[src/rtl/core/urc_pkg.sv]
// ----------------------------------------------------------------------------
// urc_pkg
// Types and constants shared by the ultrasonic ranging controller.
// ----------------------------------------------------------------------------
package urc_pkg;

  localparam int TIME_W  = 20;   // echo time and threshold registers
  localparam int DIST_W  = 28;
  localparam int TRIG_W  = 8;
  localparam int PROD_W  = DIST_W + 1;
  localparam int CFG_IDX_W = 2;
  localparam int CFG_DATA_W = TIME_W;
  localparam int DEF_COUNT_WIDTH = 20;

  // distance in um = ticks * 343 / 2
  localparam logic [PROD_W-1:0] SOUND_NUM = PROD_W'(343);

  localparam logic [TIME_W-1:0] TIME_MAX      = '1;
  localparam logic [TIME_W-1:0] GAP_RESET     = TIME_W'(1000);
  localparam logic [TIME_W-1:0] TIMEOUT_RESET = TIME_W'(100000);
  localparam logic [TRIG_W-1:0] TRIG_RESET    = TRIG_W'(10);

  localparam int IN_TDATA_W  = 8;
  localparam int OUT_FIELD_W = 3 + TIME_W + DIST_W;
  localparam int OUT_TDATA_W = ((OUT_FIELD_W + 7) / 8) * 8;

  typedef enum logic [CFG_IDX_W-1:0] {
    REG_ENABLE    = 2'd0,
    REG_GAP       = 2'd1,
    REG_TIMEOUT   = 2'd2,
    REG_TRIG_WIDTH = 2'd3
  } urc_reg_idx_t;

  typedef struct packed {
    logic              enable;
    logic [TIME_W-1:0] gap_period_us;
    logic [TIME_W-1:0] timeout_us;
    logic [TRIG_W-1:0] trigger_width_us;
  } urc_cfg_t;

  typedef struct packed {
    logic [DIST_W-1:0] distance_um;
    logic [TIME_W-1:0] echo_time_us;
    logic              new_reading;
    logic              waiting_echo;
    logic              trigger_level;
  } urc_result_t;

endpackage

[src/rtl/core/urc_cfg_regs.sv]
// ----------------------------------------------------------------------------
// urc_cfg_regs
// Configuration register file, write-only, indexed writes.
// ----------------------------------------------------------------------------
module urc_cfg_regs (
  input  logic                               clk,
  input  logic                               rst,
  input  logic                               cfg_we,
  input  logic [urc_pkg::CFG_IDX_W-1:0]      cfg_addr,
  input  logic [urc_pkg::CFG_DATA_W-1:0]     cfg_wdata,
  output urc_pkg::urc_cfg_t                  cfg
);
  import urc_pkg::*;

  always_ff @(posedge clk) begin
    if (rst) begin
      cfg.enable           <= 1'b0;
      cfg.gap_period_us    <= GAP_RESET;
      cfg.timeout_us       <= TIMEOUT_RESET;
      cfg.trigger_width_us <= TRIG_RESET;
    end else if (cfg_we) begin
      unique case (urc_reg_idx_t'(cfg_addr))
        REG_ENABLE:     cfg.enable           <= cfg_wdata[0];
        REG_GAP:        cfg.gap_period_us    <= cfg_wdata[TIME_W-1:0];
        REG_TIMEOUT:    cfg.timeout_us       <= cfg_wdata[TIME_W-1:0];
        REG_TRIG_WIDTH: cfg.trigger_width_us <= cfg_wdata[TRIG_W-1:0];
        default: ;
      endcase
    end
  end

endmodule

[src/rtl/core/urc_in_reg.sv]
// ----------------------------------------------------------------------------
// urc_in_reg
// Input register for the echo sample stream.
// ----------------------------------------------------------------------------
module urc_in_reg (
  input  logic clk,
  input  logic rst,
  input  logic s_tvalid,
  output logic s_tready,
  input  logic echo_in,
  input  logic advance,     // downstream takes the held item this cycle
  output logic in_valid,
  output logic echo_level
);
  assign s_tready = !in_valid || advance;

  always_ff @(posedge clk) begin
    if (rst) begin
      in_valid <= 1'b0;
    end else if (s_tvalid && s_tready) begin
      in_valid <= 1'b1;
    end else if (advance) begin
      in_valid <= 1'b0;
    end
  end

  always_ff @(posedge clk) begin
    if (s_tvalid && s_tready) begin
      echo_level <= echo_in;
    end
  end

endmodule

[src/rtl/core/urc_engine.sv]
// ----------------------------------------------------------------------------
// urc_engine
// Ranging state and per-tick update: echo timing, trigger pulse, ping timing.
// ----------------------------------------------------------------------------
module urc_engine #(
  parameter int COUNT_WIDTH = urc_pkg::DEF_COUNT_WIDTH
) (
  input  logic                 clk,
  input  logic                 rst,
  input  logic                 fire,
  input  logic                 echo_level,
  input  urc_pkg::urc_cfg_t    cfg,
  output urc_pkg::urc_result_t result
);
  import urc_pkg::*;

  localparam int CMP_W = (COUNT_WIDTH > TIME_W) ? COUNT_WIDTH : TIME_W;
  localparam logic [COUNT_WIDTH-1:0] CNT_MAX = '1;

  logic                   ping_pending, ping_pending_next;
  logic [TRIG_W-1:0]      trigger_count, trigger_count_next;
  logic [COUNT_WIDTH-1:0] since_ping, since_ping_next;
  logic [COUNT_WIDTH-1:0] since_gap_start, since_gap_start_next;
  logic [COUNT_WIDTH-1:0] echo_count, echo_count_next;
  logic                   echo_prev;
  logic [TIME_W-1:0]      last_echo_time, last_echo_time_next;
  logic [DIST_W-1:0]      last_distance, last_distance_next;

  logic [TIME_W-1:0]      dur;
  logic [PROD_W-1:0]      prod;
  logic                   trig;
  logic                   fresh;
  logic                   timed_out;
  logic                   gap_done;

  // duration clamped to the output field range
  assign dur  = (CMP_W'(echo_count) > CMP_W'(TIME_MAX)) ? TIME_MAX : TIME_W'(echo_count);
  assign prod = PROD_W'(dur) * SOUND_NUM;

  always_comb begin
    echo_count_next      = echo_count;
    last_echo_time_next  = last_echo_time;
    last_distance_next   = last_distance;
    ping_pending_next    = ping_pending;
    since_gap_start_next = since_gap_start;
    trigger_count_next   = trigger_count;
    fresh                = 1'b0;

    if (echo_level && !echo_prev) begin
      echo_count_next = COUNT_WIDTH'(1);
    end else if (echo_level) begin
      echo_count_next = (echo_count == CNT_MAX) ? CNT_MAX : echo_count + 1'b1;
    end else if (echo_prev) begin
      last_echo_time_next  = dur;
      last_distance_next   = prod[PROD_W-1:1];
      ping_pending_next    = 1'b0;
      since_gap_start_next = '0;
      fresh                = 1'b1;
    end

    trig = (trigger_count != '0);
    if (trig) begin
      trigger_count_next = trigger_count - 1'b1;
    end else if (since_gap_start_next != CNT_MAX) begin
      since_gap_start_next = since_gap_start_next + 1'b1;
    end
    since_ping_next = (since_ping == CNT_MAX) ? CNT_MAX : since_ping + 1'b1;

    timed_out = CMP_W'(since_ping_next) >= CMP_W'(cfg.timeout_us);
    gap_done  = CMP_W'(since_gap_start_next) >= CMP_W'(cfg.gap_period_us);

    if ((cfg.enable && ping_pending_next && timed_out) ||
        (cfg.enable && !ping_pending_next && gap_done)) begin
      ping_pending_next    = 1'b1;
      trigger_count_next   = cfg.trigger_width_us;
      since_ping_next      = '0;
      since_gap_start_next = '0;
    end else if (!cfg.enable && ping_pending_next && timed_out) begin
      ping_pending_next = 1'b0;
    end

    result.trigger_level = trig;
    result.waiting_echo  = ping_pending_next;
    result.new_reading   = fresh;
    result.echo_time_us  = last_echo_time_next;
    result.distance_um   = last_distance_next;
  end

  always_ff @(posedge clk) begin
    if (rst) begin
      ping_pending    <= 1'b1;
      trigger_count   <= TRIG_RESET;
      since_ping      <= '0;
      since_gap_start <= '0;
      echo_count      <= '0;
      echo_prev       <= 1'b0;
      last_echo_time  <= '0;
      last_distance   <= '0;
    end else if (fire) begin
      ping_pending    <= ping_pending_next;
      trigger_count   <= trigger_count_next;
      since_ping      <= since_ping_next;
      since_gap_start <= since_gap_start_next;
      echo_count      <= echo_count_next;
      echo_prev       <= echo_level;
      last_echo_time  <= last_echo_time_next;
      last_distance   <= last_distance_next;
    end
  end

endmodule

[src/rtl/core/urc_out_reg.sv]
// ----------------------------------------------------------------------------
// urc_out_reg
// Result register for the output stream.
// ----------------------------------------------------------------------------
module urc_out_reg (
  input  logic                 clk,
  input  logic                 rst,
  input  logic                 load,
  input  urc_pkg::urc_result_t result_in,
  input  logic                 m_tready,
  output logic                 m_tvalid,
  output logic                 stall,
  output urc_pkg::urc_result_t result_out
);
  assign stall = m_tvalid && !m_tready;

  always_ff @(posedge clk) begin
    if (rst) begin
      m_tvalid <= 1'b0;
    end else if (load) begin
      m_tvalid <= 1'b1;
    end else if (m_tready) begin
      m_tvalid <= 1'b0;
    end
  end

  always_ff @(posedge clk) begin
    if (load) begin
      result_out <= result_in;
    end
  end

endmodule

[src/rtl/core/ultrasonic_ranging_controller_top.sv]
// An input transfer is captured in the input register; when the tick fires, its result
// is loaded into the output register, and the result transfer follows on m_tready.
// Throughput: 1 tick per cycle unless stalled; the state update is one registered pass.
// A stalled output holds the input register; a new tick still enters while it is empty.
// Reset (rst, synchronous): registers to defaults, one ping pending, trigger
// pulse of the default width starts on the first tick.
// ----------------------------------------------------------------------------
// ultrasonic_ranging_controller_top
// Ultrasonic ranging controller: trigger, echo timing and distance per tick.
// ----------------------------------------------------------------------------
module ultrasonic_ranging_controller_top #(
  parameter int COUNT_WIDTH = urc_pkg::DEF_COUNT_WIDTH
) (
  input  logic                               clk,
  input  logic                               rst,
  input  logic                               s_tvalid,
  output logic                               s_tready,
  input  logic [urc_pkg::IN_TDATA_W-1:0]     s_tdata,   // [0] echo_level
  output logic                               m_tvalid,
  input  logic                               m_tready,
  // [0] trigger_level, [1] waiting_echo, [2] new_reading,
  // [22:3] echo_time_us, [50:23] distance_um
  output logic [urc_pkg::OUT_TDATA_W-1:0]    m_tdata,
  input  logic                               cfg_we,
  input  logic [urc_pkg::CFG_IDX_W-1:0]      cfg_addr,
  input  logic [urc_pkg::CFG_DATA_W-1:0]     cfg_wdata
);
  import urc_pkg::*;

  urc_cfg_t    cfg;
  urc_result_t step_result;
  urc_result_t out_result;
  logic        in_valid;
  logic        echo_level;
  logic        stall;
  logic        fire;

  assign fire = in_valid && !stall;

  urc_cfg_regs u_cfg (
    .clk       (clk),
    .rst       (rst),
    .cfg_we    (cfg_we),
    .cfg_addr  (cfg_addr),
    .cfg_wdata (cfg_wdata),
    .cfg       (cfg)
  );

  urc_in_reg u_in (
    .clk        (clk),
    .rst        (rst),
    .s_tvalid   (s_tvalid),
    .s_tready   (s_tready),
    .echo_in    (s_tdata[0]),
    .advance    (!stall),
    .in_valid   (in_valid),
    .echo_level (echo_level)
  );

  urc_engine #(
    .COUNT_WIDTH (COUNT_WIDTH)
  ) u_engine (
    .clk        (clk),
    .rst        (rst),
    .fire       (fire),
    .echo_level (echo_level),
    .cfg        (cfg),
    .result     (step_result)
  );

  urc_out_reg u_out (
    .clk        (clk),
    .rst        (rst),
    .load       (fire),
    .result_in  (step_result),
    .m_tready   (m_tready),
    .m_tvalid   (m_tvalid),
    .stall      (stall),
    .result_out (out_result)
  );

  assign m_tdata = {{(OUT_TDATA_W - OUT_FIELD_W){1'b0}},
                    out_result.distance_um,
                    out_result.echo_time_us,
                    out_result.new_reading,
                    out_result.waiting_echo,
                    out_result.trigger_level};

endmodule

[config.mk]
export PLATFORM = sky130hd
export DESIGN_NAME = ultrasonic_ranging_controller_top
export DESIGN_NICKNAME = d
export VERILOG_FILES = /design/src/rtl/core/urc_pkg.sv /design/src/rtl/core/urc_cfg_regs.sv /design/src/rtl/core/urc_in_reg.sv /design/src/rtl/core/urc_engine.sv /design/src/rtl/core/urc_out_reg.sv /design/src/rtl/core/ultrasonic_ranging_controller_top.sv
export SDC_FILE = /design/constraint.sdc
export NUM_CORES = 1
export LEC_CHECK = 0
export BUFFER_PORTS_ARGS = -buffer_cell sky130_fd_sc_hd__buf_2
export CAP_MARGIN = 20
export CORE_UTILIZATION = 25
export CTS_CLUSTER_DIAMETER = 40
export DETAILED_ROUTE_END_ITERATION = 8
export GPL_TIMING_DRIVEN = 0
export PLACE_DENSITY = 0.37
export SETUP_SLACK_MARGIN = 0.3
export SYNTH_ARGS = -nofsm -noshare
export SYNTH_HDL_FRONTEND = slang
export SYNTH_SLANG_ARGS = --single-unit
[constraint.sdc]
create_clock -name clk -period 8.7 [get_ports clk]
set_clock_uncertainty 0.1 [all_clocks]
set_input_delay 2.61 -clock clk [delete_from_list [all_inputs] [get_ports clk]]
set_output_delay 2.61 -clock clk [all_outputs]
set_load 0.01 [all_outputs]
Word level (Yosys, flattened, before mapping)
Index checks and enable logic that the tools add are counted.

cells by class
  add/subtract/negate cells = 4
  multiply operators = 1
  $lt $le $gt $ge = 3
  equal/unequal tests = 7
  multiplexer cells = 30
  reductions and logical operators = 30

operators by type and width
  cell                     count
  $mux W20                 15
  $mux W28                 3
  $add A20 B1 Y20 const B  3
  $eq A20 B20 Y1 const B   2
  $ge A20 B20 Y1           2
  $mul A20 B9 Y29 const B  1
  $gt A20 B20 Y1 const B   1
  $ne A20 B20 Y1 const B   1
  $mux W8                  2
  $reduce_and A2 Y1        6
  $logic_and A1 B1 Y1      10
  $mux W1                  10
  $reduce_bool A8 Y1       1
  $sub A8 B1 Y8 const B    1
  $logic_not A1 Y1         6
  $reduce_bool A2 Y1       3
  $eq A2 B2 Y1 const B     2
  $eq A2 B1 Y1 const B     1
  $logic_not A2 Y1         1
  $logic_or A1 B1 Y1       2
  $ne A2 B1 Y1 const B     1
  $reduce_or A2 Y1         1

storage, ports and cells
  bits in registers = 221
  input port bits = 35
  output and inout port bits = 58
  word-level logic and storage cells = 95

Depth between registers and ports, before layout
  word-level depth = 11
  mapped depth = 22
  depth with buffers taken out = 19

Modules after synthesis
From an unflattened synthesis, not the netlist that was laid out.

second synthesis, totals
  cell total of the unflattened synthesis = 1,777
  area total of the unflattened synthesis = 15,230.9 um^2

modules (own cells, without submodules)
  module                             times used  cells an instance  area an instance (um^2)  seq. area each (um^2)
  urc_engine                         1           1,512              11,481.0                 2,362.3
  urc_cfg_regs                       1           197                2,038.2                  980.9
  urc_out_reg                        1           54                 1,575.3                  1,551.5
  urc_in_reg                         1           6                  85.1                     50.0
  ultrasonic_ranging_controller_top  1           8                  51.3                     0.0

Least setup slack after synthesis
No wires, ideal clock.

  kind = input -> output
  start point = input port m_tready
  end point = output port s_tready
  arrival = 2.907 ns
  required time = 5.990 ns
  path slack = 3.083 ns
  stages on the path = 2
  path buffers = 0
  cell sequence = nor2b_1 nand2_1

between the ends
  cells in the longest elaborated chain, start to end = 4

RTL lines
  item                 RTL line                                 RTL
  from (decl)          ultrasonic_ranging_controller_top.sv:20  input logic m_tready,
  $logic_not A1 Y1     urc_out_reg.sv:15                        assign stall = m_tvalid && !m_tready;
  $logic_and A1 B1 Y1  urc_out_reg.sv:15
  $logic_not A1 Y1     ultrasonic_ranging_controller_top.sv:55  .advance (!stall),
  $logic_or A1 B1 Y1   urc_in_reg.sv:15                         assign s_tready = !in_valid || advance;
  to (decl)            ultrasonic_ranging_controller_top.sv:17  output logic s_tready,

No other way between the ends.

Worst setup path after layout
Same ends and word-level chain as after synthesis.

==> out/qor.txt <==
Leakage -> 7.730 nW
R2R Path Start -> u_engine.echo_count[1]$_SDFFE_PP0P_
HPWL Detailed -> 37440 um
Ratio of cells with drive above 1 in the final layout -> 10.97%
Post-Syn Area per Cell -> 8.214 um^2
CP Max Fanout -> 4
Nets -> 2142
Critical path endpoint category -> output pin
Die height -> 243.6 um
Crit Path Class -> input port to output pin
Fmax -> 171.3 MHz
Hold buffers post-CTS -> 0
Pwr dens -> 183.5 nW/um^2
Slew HR -> 27.37%
Final Core Density -> 30.84%
Final Hold Violating Endpoints -> 0
R2R cell count -> 17
Most used DFF post-synth -> dfxtp_1
Multi-input gate area -> 8479 um^2
Pin count of the biggest net entering global routing -> 34
CTS HTree Levels -> 2
HP Start -> u_engine.last_distance[6]$_SDFFE_PP0P_
CTS tree -> yes
Post-synth top area share -> 23.19%
Final WS setup -> 2.861 ns
Clock-pin slew on the worst setup and hold paths -> 0.04 ns
Die W -> 243.6 um
Post-Syn Area -> 14590 um^2
Initial antenna violation count -> 0
Post-route DRC -> 0
Most used cell along the critical path -> buf_2
Vias -> 12582
Sequential area share after synthesis -> 33.90%
Total Routing Usage GR -> 16.35%
Setup TNS -> 0 ns
Number of synthesized flops with an enable pin -> 52
Worst hold endpoint -> u_engine.last_distance[6]$_SDFFE_PP0P_
Filler cells -> 6205
Initial core utilization -> 25.28%
Avg WL per Cell -> 17.80 um
Synthesized flop and latch total -> 221
Total grt overflow -> 0
Die Area -> 59320 um^2
Post-route ant nets -> 0
Leading area contributor after synthesis -> dfxtp_1
RSZ-0062 raised after global routing -> no
Count leader, synth -> nand2_1
Synth Instances -> 1776
Slowest CP cell -> nor2b_1
Status -> complete, no violations
Final Critical Period -> 5.839 ns
Reg area -> 4945 um^2
Worst Path Required -> 5.99 ns
Slew Viols, Final -> 0
CTS Buf Count -> 52
Worst path cell trace -> buf_2, nor2b_1, nand2_1, buf_2
VDD IR max -> 0.0001215 V
Vias in the first global route -> 12407
Buffers on Ports -> 79
First-pass GRT wire length -> 73790 um
Hold Path Class -> flop to flop
Routed WL -> 48520 um
Hold Path Depth -> 2
Worst skew pair latency -> 0.58 ns
Post-synth top cells -> nand2_1 (287), inv_1 (181), dfxtp_1 (169)
Crit-path max cell delay -> 0.19 ns
Vias per inst -> 4.616
CP arrival -> 3.13 ns
Actual slew at the worst max-slew pin -> 1.089 ns
Clk buf depth -> 3
Final-report setup violation count -> 0
YS warnings -> 0
FF-to-FF setup slack -> 2.95 ns
Area growth, synth to finish -> 21.96%
CTS sink cnt -> 221
Detailed Routing Iterations Pass 1 -> 5
FFs w/ async S/R, synth -> 0%
Max-cap violations -> 0
Crit path launch type -> input port
Reg2reg end -> u_out.result_out[48]$_DFFE_PP_
Area contributors post-synth -> dfxtp_1 (23%), ha_1 (12%), edfxtp_1 (11%), nand2_1 (7.4%), fa_1 (7.3%)
Post-Place Cells -> 2626
Placer Congestion -> 0.8187
FP Rows -> 88
Dpl ws -> 2.672 ns
Clk Tree Root Cell -> clkbuf_16
Fin crit share -> 67.11%
Post-cts resize count -> 0
Post-CTS Setup Bufs -> 0
Initial DRC count -> 790
Synth unique cells -> 76
Non-Filler Instances -> 2726
Core Box Area -> 57700 um^2
Num ports -> 93
==> stage by stage <==
step                total power [mW]  cell area (um^2)  hold WS, ns
floorplan                      1.222             14600       0.3317
detailed placement             1.311             15990       0.3466
finish                         3.264             17790       0.3534
global route                   3.389             17790       0.3677
CTS                            3.319             17770       0.3538
global placement               1.308             15960       0.3434
==> sequential cells by signal (all words and copies together), names as in the netlist <==
| name | flops |
|---|---|
| u_cfg.cfg | 49 |
| u_engine.echo_count | 20 |
| u_engine.echo_prev | 1 |
| u_engine.last_distance | 28 |
| u_engine.last_echo_time | 20 |
| u_engine.ping_pending | 1 |
| u_engine.since_gap_start | 20 |
| u_engine.since_ping | 20 |
| u_engine.trigger_count | 8 |
| u_in.echo_level | 1 |
| u_in.in_valid | 1 |
| u_out.m_tvalid | 1 |
| u_out.result_out | 51 |
==> worst max-delay path by stage <==
stage	depth (start not counted)	from	to	slack, ns
global route	20	u_in.echo_level$_DFFE_PP_	u_engine.since_gap_start[0]$_SDFFE_PP0P_	2.48
detailed placement	10	m_tready	u_engine.last_distance[8]$_SDFFE_PP0P_	2.67
CTS	17	u_engine.echo_count[1]$_SDFFE_PP0P_	u_out.result_out[48]$_DFFE_PP_	2.77
finish	4	m_tready	s_tready	2.86
global placement	9	m_tready	u_engine.since_ping[5]$_SDFFE_PP0P_	0.79
floorplan	2	m_tready	s_tready	3.08
==> kinds of logic (layout without fill, tap and decap cells) <==
group                    Yosys count  after routing  synth area share [%]
AO/OA/AOI/OAI                    333            333                 13.62
XOR/XNOR                          68             68                 4.083
adder cells (fa/ha/maj)          192            192                 19.18
buffers and inverters            305            484                 8.080
flip-flops                       221            221                 33.90
multiplexers                       8              8                0.5747
other                              1              7               0.02571
AND/OR/NAND/NOR                  648            648                 20.54
==> cells in the final DEF (no fill, tap or decap), types with 9 or more instances in the layout <==
cell / synthesis / final
nand2_1: 287 / 287
inv_1: 181 / 181
dfxtp_1: 169 / 169
a21oi_1: 147 / 147
ha_1: 138 / 138
nor2_1: 119 / 119
clkbuf_1: 98 / 100
buf_2: 10 / 89
o21ai_0: 77 / 77
nand3_1: 72 / 72
nor3_1: 54 / 54
fa_1: 53 / 53
clkbuf_16: 0 / 52
edfxtp_1: 52 / 52
xor2_1: 42 / 42
xnor2_1: 26 / 26
a21o_1: 22 / 22
and2_1: 20 / 20
and3_1: 19 / 19
nand4_1: 16 / 16
a22o_1: 14 / 14
a31oi_1: 13 / 13
o211ai_1: 13 / 13
clkinvlp_4: 0 / 11
or3_1: 10 / 10
nand2b_1: 9 / 9
==> report_power, final <==
part           internal (mW)  switching (mW)
clock network           1.30           0.678
registers               1.09          0.0135
logic                 0.0542           0.133
==> routing by layer <==
metal  track usage [%]  wire length, um  vias up
met2             26.86            22280      257
met5                 0                0        -
met3             3.106             2247       73
met4             4.540             1128        0
met1             21.75            22860     5972
li1                  -                -     6280
==> critical path: cells and delay by family <==
kind	cells	cell delay, ns
buf+inv	2	0.23
simple gates	2	0.28
==> layout make-up <==
cell class                 count  share of cell area, %
sequential                   221                  27.79
timing repair buffer          82                  2.483
clock buffer                  57                  7.532
inverter                     184                  3.896
clock inverter                40                  2.476
buffer                       121                  2.750
antenna                        2                0.02813
tap                          765                  5.380
multi-input combinational   1254                  47.66
No activity file was read; power rests on OpenSTA's default activity.
